--- src/sv/espf_pkg.sv ---
// ----------------------------------------------------------------------------
// espf_pkg
// Widths, types and register codes shared by the encoder speed drive.
// ----------------------------------------------------------------------------
`timescale 1ns / 1ps

package espf_pkg;

  // Serial multiplier: multiplicand width, multiplier width, product width.
  localparam int MUL_MCAND_W  = 32;
  localparam int MUL_MPLIER_W = 17;
  localparam int MUL_PROD_W   = MUL_MCAND_W + MUL_MPLIER_W;
  localparam int MUL_CNT_W    = $clog2(MUL_MPLIER_W);

  // Serial divider: numerator is |delta| * 60e6, denominator dt * pulses.
  localparam int DIV_NUM_W  = 42;
  localparam int DIV_DEN_W  = 48;
  localparam int DIV_QUOT_W = 16;
  localparam int DIV_CNT_W  = $clog2(DIV_NUM_W);

  // Counts per revolution to rpm: 60 s times 1e6 us.
  localparam logic [MUL_MCAND_W-1:0] RPM_SCALE = 32'd60000000;

  // Configuration register indexes.
  typedef enum logic [1:0] {
    CFG_PROP_GAIN = 2'd0,
    CFG_FF_GAIN   = 2'd1,
    CFG_PPR       = 2'd2
  } cfg_idx_t;

  typedef struct packed {
    logic                  done;
    logic [MUL_PROD_W-1:0] prod;
  } mul_res_t;

  typedef struct packed {
    logic                  done;
    logic                  ovf;
    logic [DIV_QUOT_W-1:0] quot;
  } div_res_t;

endpackage

--- src/sv/espf_sermul.sv ---
// ----------------------------------------------------------------------------
// espf_sermul
// Unsigned shift-add multiplier, one multiplier bit per cycle.
// ----------------------------------------------------------------------------
`timescale 1ns / 1ps

module espf_sermul import espf_pkg::*; (
  input  logic                    clk,
  input  logic                    rst_n,
  input  logic                    start,
  input  logic [MUL_MCAND_W-1:0]  mcand,
  input  logic [MUL_MPLIER_W-1:0] mplier,
  output mul_res_t                res
);

  localparam logic [MUL_CNT_W-1:0] LAST_STEP = MUL_CNT_W'(MUL_MPLIER_W - 1);

  logic                   busy_r;
  logic                   done_r;
  logic [MUL_CNT_W-1:0]   cnt_r;
  logic [MUL_MCAND_W-1:0] mcand_r;
  logic [MUL_PROD_W-1:0]  p_r;
  logic [MUL_MCAND_W:0]   sum;
  logic [MUL_PROD_W-1:0]  p_nxt;

  // Add the multiplicand into the upper half when the bit leaving is set,
  // then shift the whole product right by one.
  always_comb begin
    sum   = {1'b0, p_r[MUL_PROD_W-1:MUL_MPLIER_W]}
          + (p_r[0] ? {1'b0, mcand_r} : {(MUL_MCAND_W + 1){1'b0}});
    p_nxt = {sum, p_r[MUL_MPLIER_W-1:1]};
  end

  always_ff @(posedge clk) begin
    if (!rst_n) begin
      busy_r <= 1'b0;
      done_r <= 1'b0;
      cnt_r  <= '0;
    end else begin
      done_r <= 1'b0;
      if (start) begin
        busy_r <= 1'b1;
        cnt_r  <= '0;
      end else if (busy_r) begin
        cnt_r <= cnt_r + 1'b1;
        if (cnt_r == LAST_STEP) begin
          busy_r <= 1'b0;
          done_r <= 1'b1;
        end
      end
    end
  end

  always_ff @(posedge clk) begin
    if (start) begin
      mcand_r <= mcand;
      p_r     <= {{MUL_MCAND_W{1'b0}}, mplier};
    end else if (busy_r) begin
      p_r <= p_nxt;
    end
  end

  assign res.done = done_r;
  assign res.prod = p_r;

endmodule

--- src/sv/espf_serdiv.sv ---
// ----------------------------------------------------------------------------
// espf_serdiv
// Restoring divider, one quotient bit per cycle, with a sticky overflow
// flag for quotients that do not fit in sixteen bits.
// ----------------------------------------------------------------------------
`timescale 1ns / 1ps

module espf_serdiv import espf_pkg::*; (
  input  logic                 clk,
  input  logic                 rst_n,
  input  logic                 start,
  input  logic [DIV_NUM_W-1:0] num,
  input  logic [DIV_DEN_W-1:0] den,
  output div_res_t             res
);

  localparam logic [DIV_CNT_W-1:0] LAST_STEP = DIV_CNT_W'(DIV_NUM_W - 1);

  logic                  busy_r;
  logic                  done_r;
  logic [DIV_CNT_W-1:0]  cnt_r;
  logic [DIV_NUM_W-1:0]  num_r;
  logic [DIV_DEN_W-1:0]  den_r;
  logic [DIV_DEN_W-1:0]  rem_r;
  logic [DIV_QUOT_W-1:0] quot_r;
  logic                  ovf_r;
  logic [DIV_DEN_W:0]    trial;
  logic                  qbit;
  logic [DIV_DEN_W-1:0]  rem_nxt;

  always_comb begin
    trial   = {rem_r, num_r[DIV_NUM_W-1]};
    qbit    = (trial >= {1'b0, den_r});
    rem_nxt = qbit ? DIV_DEN_W'(trial - {1'b0, den_r}) : trial[DIV_DEN_W-1:0];
  end

  always_ff @(posedge clk) begin
    if (!rst_n) begin
      busy_r <= 1'b0;
      done_r <= 1'b0;
      cnt_r  <= '0;
    end else begin
      done_r <= 1'b0;
      if (start) begin
        busy_r <= 1'b1;
        cnt_r  <= '0;
      end else if (busy_r) begin
        cnt_r <= cnt_r + 1'b1;
        if (cnt_r == LAST_STEP) begin
          busy_r <= 1'b0;
          done_r <= 1'b1;
        end
      end
    end
  end

  // A set bit pushed out of the top of the quotient marks an overflow.
  always_ff @(posedge clk) begin
    if (start) begin
      num_r  <= num;
      den_r  <= den;
      rem_r  <= '0;
      quot_r <= '0;
      ovf_r  <= 1'b0;
    end else if (busy_r) begin
      num_r  <= {num_r[DIV_NUM_W-2:0], 1'b0};
      rem_r  <= rem_nxt;
      quot_r <= {quot_r[DIV_QUOT_W-2:0], qbit};
      ovf_r  <= ovf_r | quot_r[DIV_QUOT_W-1];
    end
  end

  assign res.done = done_r;
  assign res.ovf  = ovf_r;
  assign res.quot = quot_r;

endmodule

--- src/sv/encoder_speed_p_feedforward_drive.sv ---
// ----------------------------------------------------------------------------
// encoder_speed_p_feedforward_drive
// Encoder speed measurement with a proportional plus feedforward drive stage.
// ----------------------------------------------------------------------------
// Each input beat carries a target speed, a microsecond timestamp and an
// encoder count; each produces exactly one output beat with the speed used,
// the two direction lines, the duty and a clip flag. The block works on one
// beat at a time. When at least MIN_INTERVAL_US microseconds have gone by
// since the last measurement, a fresh speed is measured: two 17-step serial
// multipliers form |delta| * 60e6 and dt times the counts per revolution, and
// a 42-step serial divider takes their quotient. Otherwise the held speed is
// reused and only one pass of the multipliers, for the gain products, is made.
// If the previous result is still waiting in the output register when a new
// one is ready, the block holds in its last step until the output moves. The
// input is stalled while a beat is in flight; the output sits in its own
// register, so a new beat may be taken while a result waits. Configuration
// writes are always ready and must be made while the block is idle.
// ----------------------------------------------------------------------------
`timescale 1ns / 1ps

module encoder_speed_p_feedforward_drive import espf_pkg::*; #(
  parameter int unsigned MIN_INTERVAL_US = 1000
) (
  input  logic        clk,
  input  logic        rst_n,
  input  logic        in_valid,
  output logic        in_stall,
  input  logic [15:0] in_target_rpm,
  input  logic [31:0] in_time_us,
  input  logic [15:0] in_enc_count,
  output logic        out_valid,
  input  logic        out_stall,
  output logic [15:0] out_measured_rpm,
  output logic        out_drive_a,
  output logic        out_drive_b,
  output logic [7:0]  out_duty,
  output logic        out_saturated,
  input  logic        cfg_valid,
  output logic        cfg_ready,
  input  logic [1:0]  cfg_index,
  input  logic [15:0] cfg_data
);

  // The step sequencer: CHECK decides between a fresh measurement and the
  // held speed, MUL1 and DIV measure, ERR starts the gain products, MUL2
  // waits for them and FIN hands the result to the output register.
  typedef enum logic [6:0] {
    ST_IDLE  = 7'b0000001,
    ST_CHECK = 7'b0000010,
    ST_MUL1  = 7'b0000100,
    ST_DIV   = 7'b0001000,
    ST_ERR   = 7'b0010000,
    ST_MUL2  = 7'b0100000,
    ST_FIN   = 7'b1000000
  } state_t;

  localparam logic [31:0] MIN_DT = 32'(MIN_INTERVAL_US);

  state_t state_r, state_nxt;

  // Configuration registers.
  logic signed [15:0] prop_gain_r;
  logic signed [15:0] ff_gain_r;
  logic        [15:0] ppr_r;

  // Persistent measurement state.
  logic        [31:0] prev_time_r;
  logic        [15:0] prev_count_r;
  logic signed [15:0] held_rpm_r;
  logic        [7:0]  held_duty_r;

  // Beat being worked on.
  logic signed [15:0] target_r;
  logic        [31:0] time_r;
  logic        [15:0] count_r;
  logic        [31:0] dt_r;
  logic               dneg_r;
  logic signed [15:0] rpm_r;
  logic               pneg_r;
  logic               fneg_r;
  logic signed [34:0] sum_r;

  // Output register.
  logic               out_valid_r;
  logic        [15:0] out_rpm_r;
  logic               out_a_r;
  logic               out_b_r;
  logic        [7:0]  out_duty_r;
  logic               out_sat_r;

  // Serial units.
  logic                    mul_start;
  logic [MUL_MCAND_W-1:0]  mula_mcand;
  logic [MUL_MPLIER_W-1:0] mula_mplier;
  logic [MUL_MCAND_W-1:0]  mulb_mcand;
  logic [MUL_MPLIER_W-1:0] mulb_mplier;
  mul_res_t                mula_res;
  mul_res_t                mulb_res;
  logic                    div_start;
  div_res_t                div_res;

  // Combinational helpers.
  logic               in_acc;
  logic               out_free;
  logic               measure;
  logic        [15:0] delta;
  logic               dneg;
  logic        [15:0] dmag;
  logic        [15:0] ppr_eff;
  logic signed [16:0] err;
  logic        [16:0] err_mag;
  logic        [15:0] pg_mag;
  logic        [15:0] ff_mag;
  logic        [15:0] tgt_mag;
  logic signed [15:0] rpm_calc;
  logic signed [34:0] term_p;
  logic signed [34:0] term_f;
  logic        [34:0] sum_mag;
  logic        [26:0] cmd_mag;
  logic               cmd_nz;

  assign in_acc    = in_valid && !in_stall;
  assign in_stall  = (state_r != ST_IDLE);
  assign out_free  = !out_valid_r || !out_stall;
  assign cfg_ready = 1'b1;

  // Encoder delta wraps to signed 16 bits; its magnitude always fits in
  // sixteen unsigned bits, including the most negative value.
  always_comb begin
    measure = (dt_r >= MIN_DT);
    delta   = count_r - prev_count_r;
    dneg    = delta[15];
    dmag    = dneg ? (16'd0 - delta) : delta;
    ppr_eff = (ppr_r == 16'd0) ? 16'd1 : ppr_r;
  end

  // Speed error and operand magnitudes for the gain products.
  always_comb begin
    err     = 17'(target_r) - 17'(rpm_r);
    err_mag = err[16] ? 17'(-err) : 17'(err);
    pg_mag  = prop_gain_r[15] ? 16'(-prop_gain_r) : 16'(prop_gain_r);
    ff_mag  = ff_gain_r[15] ? 16'(-ff_gain_r) : 16'(ff_gain_r);
    tgt_mag = target_r[15] ? 16'(-target_r) : 16'(target_r);
  end

  // Both multipliers start together, either for the measurement operands or
  // for the gain products.
  always_comb begin
    mul_start = ((state_r == ST_CHECK) && measure) || (state_r == ST_ERR);
    if (state_r == ST_ERR) begin
      mula_mcand  = {16'd0, pg_mag};
      mula_mplier = err_mag;
      mulb_mcand  = {16'd0, ff_mag};
      mulb_mplier = {1'b0, tgt_mag};
    end else begin
      mula_mcand  = RPM_SCALE;
      mula_mplier = {1'b0, dmag};
      mulb_mcand  = dt_r;
      mulb_mplier = {1'b0, ppr_eff};
    end
  end

  assign div_start = (state_r == ST_MUL1) && mula_res.done;

  // Quotient to signed rpm, saturated to the 16-bit range.
  always_comb begin
    if (dneg_r) begin
      if (div_res.ovf || (div_res.quot > 16'd32768)) begin
        rpm_calc = 16'sh8000;
      end else begin
        rpm_calc = 16'(16'd0 - div_res.quot);
      end
    end else begin
      if (div_res.ovf || (div_res.quot > 16'd32767)) begin
        rpm_calc = 16'sh7FFF;
      end else begin
        rpm_calc = div_res.quot;
      end
    end
  end

  // Signed gain products and the command; the divide by 256 truncates the
  // magnitude, which is the same as truncation toward zero.
  always_comb begin
    term_p  = pneg_r ? -35'(mula_res.prod[32:0]) : 35'(mula_res.prod[32:0]);
    term_f  = fneg_r ? -35'(mulb_res.prod[32:0]) : 35'(mulb_res.prod[32:0]);
    sum_mag = sum_r[34] ? 35'(-sum_r) : 35'(sum_r);
    cmd_mag = sum_mag[34:8];
    cmd_nz  = (cmd_mag != 27'd0);
  end

  always_comb begin
    state_nxt = state_r;
    unique case (state_r)
      ST_IDLE:  if (in_acc) state_nxt = ST_CHECK;
      ST_CHECK: state_nxt = measure ? ST_MUL1 : ST_ERR;
      ST_MUL1:  if (mula_res.done) state_nxt = ST_DIV;
      ST_DIV:   if (div_res.done) state_nxt = ST_ERR;
      ST_ERR:   state_nxt = ST_MUL2;
      ST_MUL2:  if (mula_res.done) state_nxt = ST_FIN;
      ST_FIN:   if (out_free) state_nxt = ST_IDLE;
      default:  state_nxt = ST_IDLE;
    endcase
  end

  // Control state, configuration, the persistent measurement state and the output valid.
  always_ff @(posedge clk) begin
    if (!rst_n) begin
      state_r      <= ST_IDLE;
      prop_gain_r  <= 16'sd256;
      ff_gain_r    <= 16'sd0;
      ppr_r        <= 16'd1;
      prev_time_r  <= '0;
      prev_count_r <= '0;
      held_rpm_r   <= '0;
      held_duty_r  <= '0;
      out_valid_r  <= 1'b0;
    end else begin
      state_r <= state_nxt;
      if (cfg_valid && cfg_ready) begin
        unique case (cfg_index)
          CFG_PROP_GAIN: prop_gain_r <= cfg_data;
          CFG_FF_GAIN:   ff_gain_r   <= cfg_data;
          CFG_PPR:       ppr_r       <= cfg_data;
          default:       ;
        endcase
      end
      if ((state_r == ST_DIV) && div_res.done) begin
        prev_time_r  <= time_r;
        prev_count_r <= count_r;
        held_rpm_r   <= rpm_calc;
      end
      if ((state_r == ST_FIN) && out_free) begin
        out_valid_r <= 1'b1;
        if (cmd_nz) begin
          held_duty_r <= (cmd_mag > 27'd255) ? 8'hFF : cmd_mag[7:0];
        end
      end else if (out_valid_r && !out_stall) begin
        out_valid_r <= 1'b0;
      end
    end
  end

  // Working registers of the beat and the output payload.
  always_ff @(posedge clk) begin
    if (in_acc) begin
      target_r <= in_target_rpm;
      time_r   <= in_time_us;
      count_r  <= in_enc_count;
      dt_r     <= in_time_us - prev_time_r;
    end
    if (state_r == ST_CHECK) begin
      dneg_r <= dneg;
      if (!measure) begin
        rpm_r <= held_rpm_r;
      end
    end
    if ((state_r == ST_DIV) && div_res.done) begin
      rpm_r <= rpm_calc;
    end
    if (state_r == ST_ERR) begin
      pneg_r <= prop_gain_r[15] ^ err[16];
      fneg_r <= ff_gain_r[15] ^ target_r[15];
    end
    if ((state_r == ST_MUL2) && mula_res.done) begin
      sum_r <= term_p + term_f;
    end
    if ((state_r == ST_FIN) && out_free) begin
      out_rpm_r <= rpm_r;
      out_a_r   <= cmd_nz && !sum_r[34];
      out_b_r   <= cmd_nz && sum_r[34];
      if (!cmd_nz) begin
        out_duty_r <= held_duty_r;
        out_sat_r  <= 1'b0;
      end else if (cmd_mag > 27'd255) begin
        out_duty_r <= 8'hFF;
        out_sat_r  <= 1'b1;
      end else begin
        out_duty_r <= cmd_mag[7:0];
        out_sat_r  <= 1'b0;
      end
    end
  end

  espf_sermul u_mul_a (
    .clk    (clk),
    .rst_n  (rst_n),
    .start  (mul_start),
    .mcand  (mula_mcand),
    .mplier (mula_mplier),
    .res    (mula_res)
  );

  espf_sermul u_mul_b (
    .clk    (clk),
    .rst_n  (rst_n),
    .start  (mul_start),
    .mcand  (mulb_mcand),
    .mplier (mulb_mplier),
    .res    (mulb_res)
  );

  espf_serdiv u_div (
    .clk   (clk),
    .rst_n (rst_n),
    .start (div_start),
    .num   (mula_res.prod[DIV_NUM_W-1:0]),
    .den   (mulb_res.prod[DIV_DEN_W-1:0]),
    .res   (div_res)
  );

  assign out_valid        = out_valid_r;
  assign out_measured_rpm = out_rpm_r;
  assign out_drive_a      = out_a_r;
  assign out_drive_b      = out_b_r;
  assign out_duty         = out_duty_r;
  assign out_saturated    = out_sat_r;

endmodule

--- config.mk ---
export PLATFORM = sky130hd
export DESIGN_NAME = encoder_speed_p_feedforward_drive
export DESIGN_NICKNAME = d
export VERILOG_FILES = /design/src/sv/espf_pkg.sv /design/src/sv/espf_sermul.sv /design/src/sv/espf_serdiv.sv /design/src/sv/encoder_speed_p_feedforward_drive.sv
export SDC_FILE = /design/constraint.sdc
export NUM_CORES = 2
export LEC_CHECK = 0
export BUFFER_PORTS_ARGS = -buffer_cell sky130_fd_sc_hd__buf_2
export CORE_ASPECT_RATIO = 0.6
export CORE_MARGIN = 2
export CORE_UTILIZATION = 40
export CTS_BUF_LIST = sky130_fd_sc_hd__clkbuf_8
export DETAILED_ROUTE_END_ITERATION = 12
export PLACE_DENSITY = 0.66
export SYNTH_ARGS = -nofsm -noshare
export SYNTH_HDL_FRONTEND = slang
export SYNTH_SLANG_ARGS = --single-unit
--- constraint.sdc ---
create_clock -name clk -period 6.76 [get_ports clk]
set_clock_uncertainty 0.15 [all_clocks]
set_input_delay 1.014 -clock clk [delete_from_list [all_inputs] [get_ports clk]]
set_output_delay 1.014 -clock clk [all_outputs]
set_load 0.01 [all_outputs]
==> flow_metrics.tcl <==
set metrics [dict create \
    p_int_w 0.007229 \
    final_common_cell "nand2_1" \
    path_clk_slew_ns 0.08 \
    async_reset_ff_share_pct 0 \
    crit_path_end "sum_r[30]" \
    sw_frac_of_total_pct 34.13 \
    start_util_pct 40.33 \
    min_period_ns 5.449 \
    grt_pass1_wl_mm 167.0 \
    hold_buffers 0 \
    powerDensity_mw_per_mm2 264.7 \
    status "completed" \
    synth_edf_count 350 \
    num_rows 87 \
    dp_slack_ns 1.442 \
    power_leakage_nw 16.05 \
    worstSetupEndpointType "flip-flop" \
    synth_warnings 0 \
    critPathMaxFanout 6 \
    first_iter_violations 3604 \
    avgSynthCellArea_um2 9.112 \
    coreArea_mm2 0.09383 \
    setup_ws_ns 1.311 \
    use_met2_pct 26.93 \
    final_cell_mix "610 x nand2_1, 350 x edfxtp_1, 287 x nor2_1" \
    numCtsBuffers 92 \
    r2r_start "u_mul_b.p_r[2]" \
    seq_area_frac_synth_pct 42.48 \
    critical-path-max-stage-delay_ns 0.50 \
    post-route-drc-count 0 \
    cts_tree "done" \
    overflow 0 \
    fin_util_pct 44.18 \
    fin_crit_sh_pct 80.61 \
    crit_path_cell_trace "nor3_1 -> nand3b_1 -> or4_1 -> or3_1 -> or3_1 -> o21ai_0 -> xnor2_1 -> ha_1 -> and4_1 -> a221oi_1 -> o21ai_0 -> a211oi_1 -> nand3_1 -> a311oi_1 -> o21bai_1 -> a21oi_1 -> xnor2_1" \
    worstSetupStartpointType "flip-flop" \
    avgRoutedWirePerCell_um 19.85 \
    ys.flop_type "edfxtp_1" \
    grt_max_degree 91 \
    syn_inst 4153 \
    synth_area_mm2 0.03784 \
    clk_root_buffer_cell "clkbuf_8" \
    hold_violations 0 \
    fp.dieArea_mm2 0.09717 \
    synth_nets 4459 \
    ir_drop_uv 166.2 \
    cts.sinks 628 \
    vias 31210 \
    hp-class "input port to flip-flop" \
    reg2reg_depth 17 \
    combPwrFrac_pct 26.9 \
    clock_path_buffers 3 \
    worstPathArrival_ns 5.81 \
    crit_path_top_delay_cell "edfxtp_1" \
    required_ns 7.13 \
    detail-route-antenna-nets 0 \
    io_pins 117 \
    rr_endpoint "sum_r[30]" \
    fill_cells 9113 \
    r2r_slack_ns 1.31 \
    firstDrtPassIters 5 \
    slew_viol_final 0 \
    cts_setup_buffers 0 \
    nets 4514 \
    crit_type "flip-flop to flip-flop" \
    fmax_ghz 0.1835 \
    final.setup.tns_ns 0 \
    use_met1_pct 36.80 \
    area_growth_pct 9.538 \
    grt_usage_pct 21.97 \
    seq_power_share_pct 43.9 \
    gp_congestion 0.9685 \
    h-tree-depth 3 \
    relSlewSlack_pct 18.08 \
    cts_resized 0 \
    die_h_um 242.3 \
    rsz0062_at_grt "no" \
    p_switching_w 0.003746 \
    dpl.hpwl_mm 81.29 \
    drv_cap 0 \
    port_buffers 115 \
    yosys.cell_types.count 92 \
    routed_via_density 5.636 \
    grt_util_met3_pct 5.717 \
    synth_seq_cells 628 \
    die-width_um 401.1 \
    grt.busiest_layer "met1" \
    drive_gt1_share_pct 7.978 \
    drt-total-wl_mm 109.9 \
    worstSkewPairLatency_ns 0.81 \
    antenna_found_initial 4 \
    grt_pass1_vias 27370 \
    finalSetupViolCount 0 \
    worst_pin_slew_ns 1.221 \
    p_clk_share_pct 29.2 \
    cp-startpoint "u_mul_b.p_r[2]" \
]
[power by group through the flow]
stage          Combinational [W]  Sequential, W  Clock (W)
2_1_floorplan            0.00229        0.00468          0
3_3_place_gp             0.00287        0.00489          0
4_1_cts                  0.00291        0.00481    0.00326
3_5_place_dp             0.00289        0.00489          0
5_1_grt                  0.00328        0.00485    0.00342
6_report                 0.00295        0.00482    0.00320
[through the flow]
stage | cell area [um2] | cells | hold slack, ns | power [W]
after floorplan | 37840 | 4153 | 0.2764 | 0.006966
after global placement | 39570 | 5360 | 0.2929 | 0.007758
after detailed placement | 39570 | 5360 | 0.2915 | 0.007784
after CTS | 41440 | 5533 | 0.1624 | 0.01098
after global routing | 41450 | 5537 | 0.1857 | 0.01156
final | 41450 | 5537 | 0.2345 | 0.01097
[metal layers]
metal  vias to the layer above  wire (um)
met1                     14690      56610
li1                      15000          -
met3                       124      12410
met2                      1391      39080
met4                         0       1812
met5                         -          0
[state kept, by name, summed over array words and instances, names as in the netlist, 35 cells and up]
signal,count
u_div.num_r,42
u_div.rem_r,48
u_div.den_r,48
sum_r,35
u_mul_b.p_r,49
u_mul_a.p_r,49
[final cells by class]
cell class | instances | area, um2 | area share [%]
clock buffers | 105 | 1445 | 3.486
repair buffers | 146 | 823.3 | 1.986
diodes | 4 | 10.01 | 0.02415
flip-flops and latches | 628 | 16080 | 38.79
multi-input cells | 3119 | 20280 | 48.91
well taps | 1246 | 1559 | 3.761
inverters | 221 | 834.6 | 2.013
clock inverters | 68 | 424.2 | 1.023
[cells in the mapped netlist, types with 9 or more instances]
| cell type | count | area, um2 |
|---|---|---|
| a211o_1 | 10 | 87.58 |
| a211oi_1 | 49 | 367.9 |
| a21boi_0 | 113 | 848.3 |
| a21o_1 | 80 | 600.6 |
| a21oi_1 | 229 | 1146 |
| a31o_2 | 12 | 105.1 |
| a31oi_1 | 48 | 300.3 |
| and2_1 | 101 | 631.9 |
| and3_1 | 27 | 168.9 |
| buf_1 | 16 | 60.06 |
| clkbuf_1 | 161 | 604.3 |
| dfxtp_1 | 278 | 5565 |
| edfxtp_1 | 350 | 10510 |
| ha_1 | 212 | 2653 |
| inv_1 | 219 | 822.0 |
| mux2i_1 | 92 | 920.9 |
| nand2_1 | 611 | 2293 |
| nand2b_1 | 31 | 193.9 |
| nand3_1 | 53 | 265.3 |
| nand3b_1 | 15 | 112.6 |
| nand4_1 | 33 | 206.5 |
| nor2_1 | 289 | 1085 |
| nor2b_1 | 35 | 219.0 |
| nor3_1 | 68 | 340.3 |
| nor3b_1 | 11 | 82.58 |
| nor4_1 | 26 | 162.7 |
| o2111ai_1 | 9 | 78.83 |
| o211ai_1 | 30 | 225.2 |
| o21a_1 | 40 | 300.3 |
| o21ai_0 | 226 | 1131 |
| o21ai_1 | 9 | 45.04 |
| o21bai_1 | 28 | 210.2 |
| o31ai_1 | 57 | 427.9 |
| o41ai_1 | 15 | 131.4 |
| or2_2 | 14 | 87.58 |
| or3_1 | 47 | 294.0 |
| or4_1 | 20 | 150.1 |
| xnor2_1 | 205 | 1795 |
| xor2_1 | 97 | 849.6 |
[worst min path at each step]
stage                     slack, ns  cells after the start        startpoint                    to
after floorplan                0.28                      0         rpm_r[10]  out_measured_rpm[10]
after global placement         0.29                      0          rpm_r[3]   out_measured_rpm[3]
after detailed placement       0.29                      0          rpm_r[3]   out_measured_rpm[3]
after CTS                      0.16                      1  in_enc_count[12]           count_r[12]
after global routing           0.19                      1  in_target_rpm[1]           target_r[1]
final                          0.23                      1  in_enc_count[12]           count_r[12]
[cell families (layout without fill, tap and decap cells)]
logic type / Yosys count / after routing / synth area share [%]
flops: 628 / 628 / 42.48
mux: 96 / 96 / 2.552
other cells: 1 / 5 / 0.009909
compound gates: 1073 / 1073 / 18.71
buf+inv: 406 / 540 / 4.060
fa+ha+maj: 219 / 219 / 7.379
xor+xnor: 302 / 302 / 6.989
simple gates: 1428 / 1428 / 17.82
[worst max-delay path: cells and delay by family (launching register included)]
| kind | cells | cell delay, ns |
|---|---|---|
| AO/OA/AOI/OAI | 7 | 1.69 |
| flip-flops | 1 | 0.50 |
| XOR/XNOR | 2 | 0.23 |
| adder cells (fa/ha/maj) | 1 | 0.32 |
| AND/OR/NAND/NOR | 7 | 2.24 |
(Power assumes the default switching activity.)
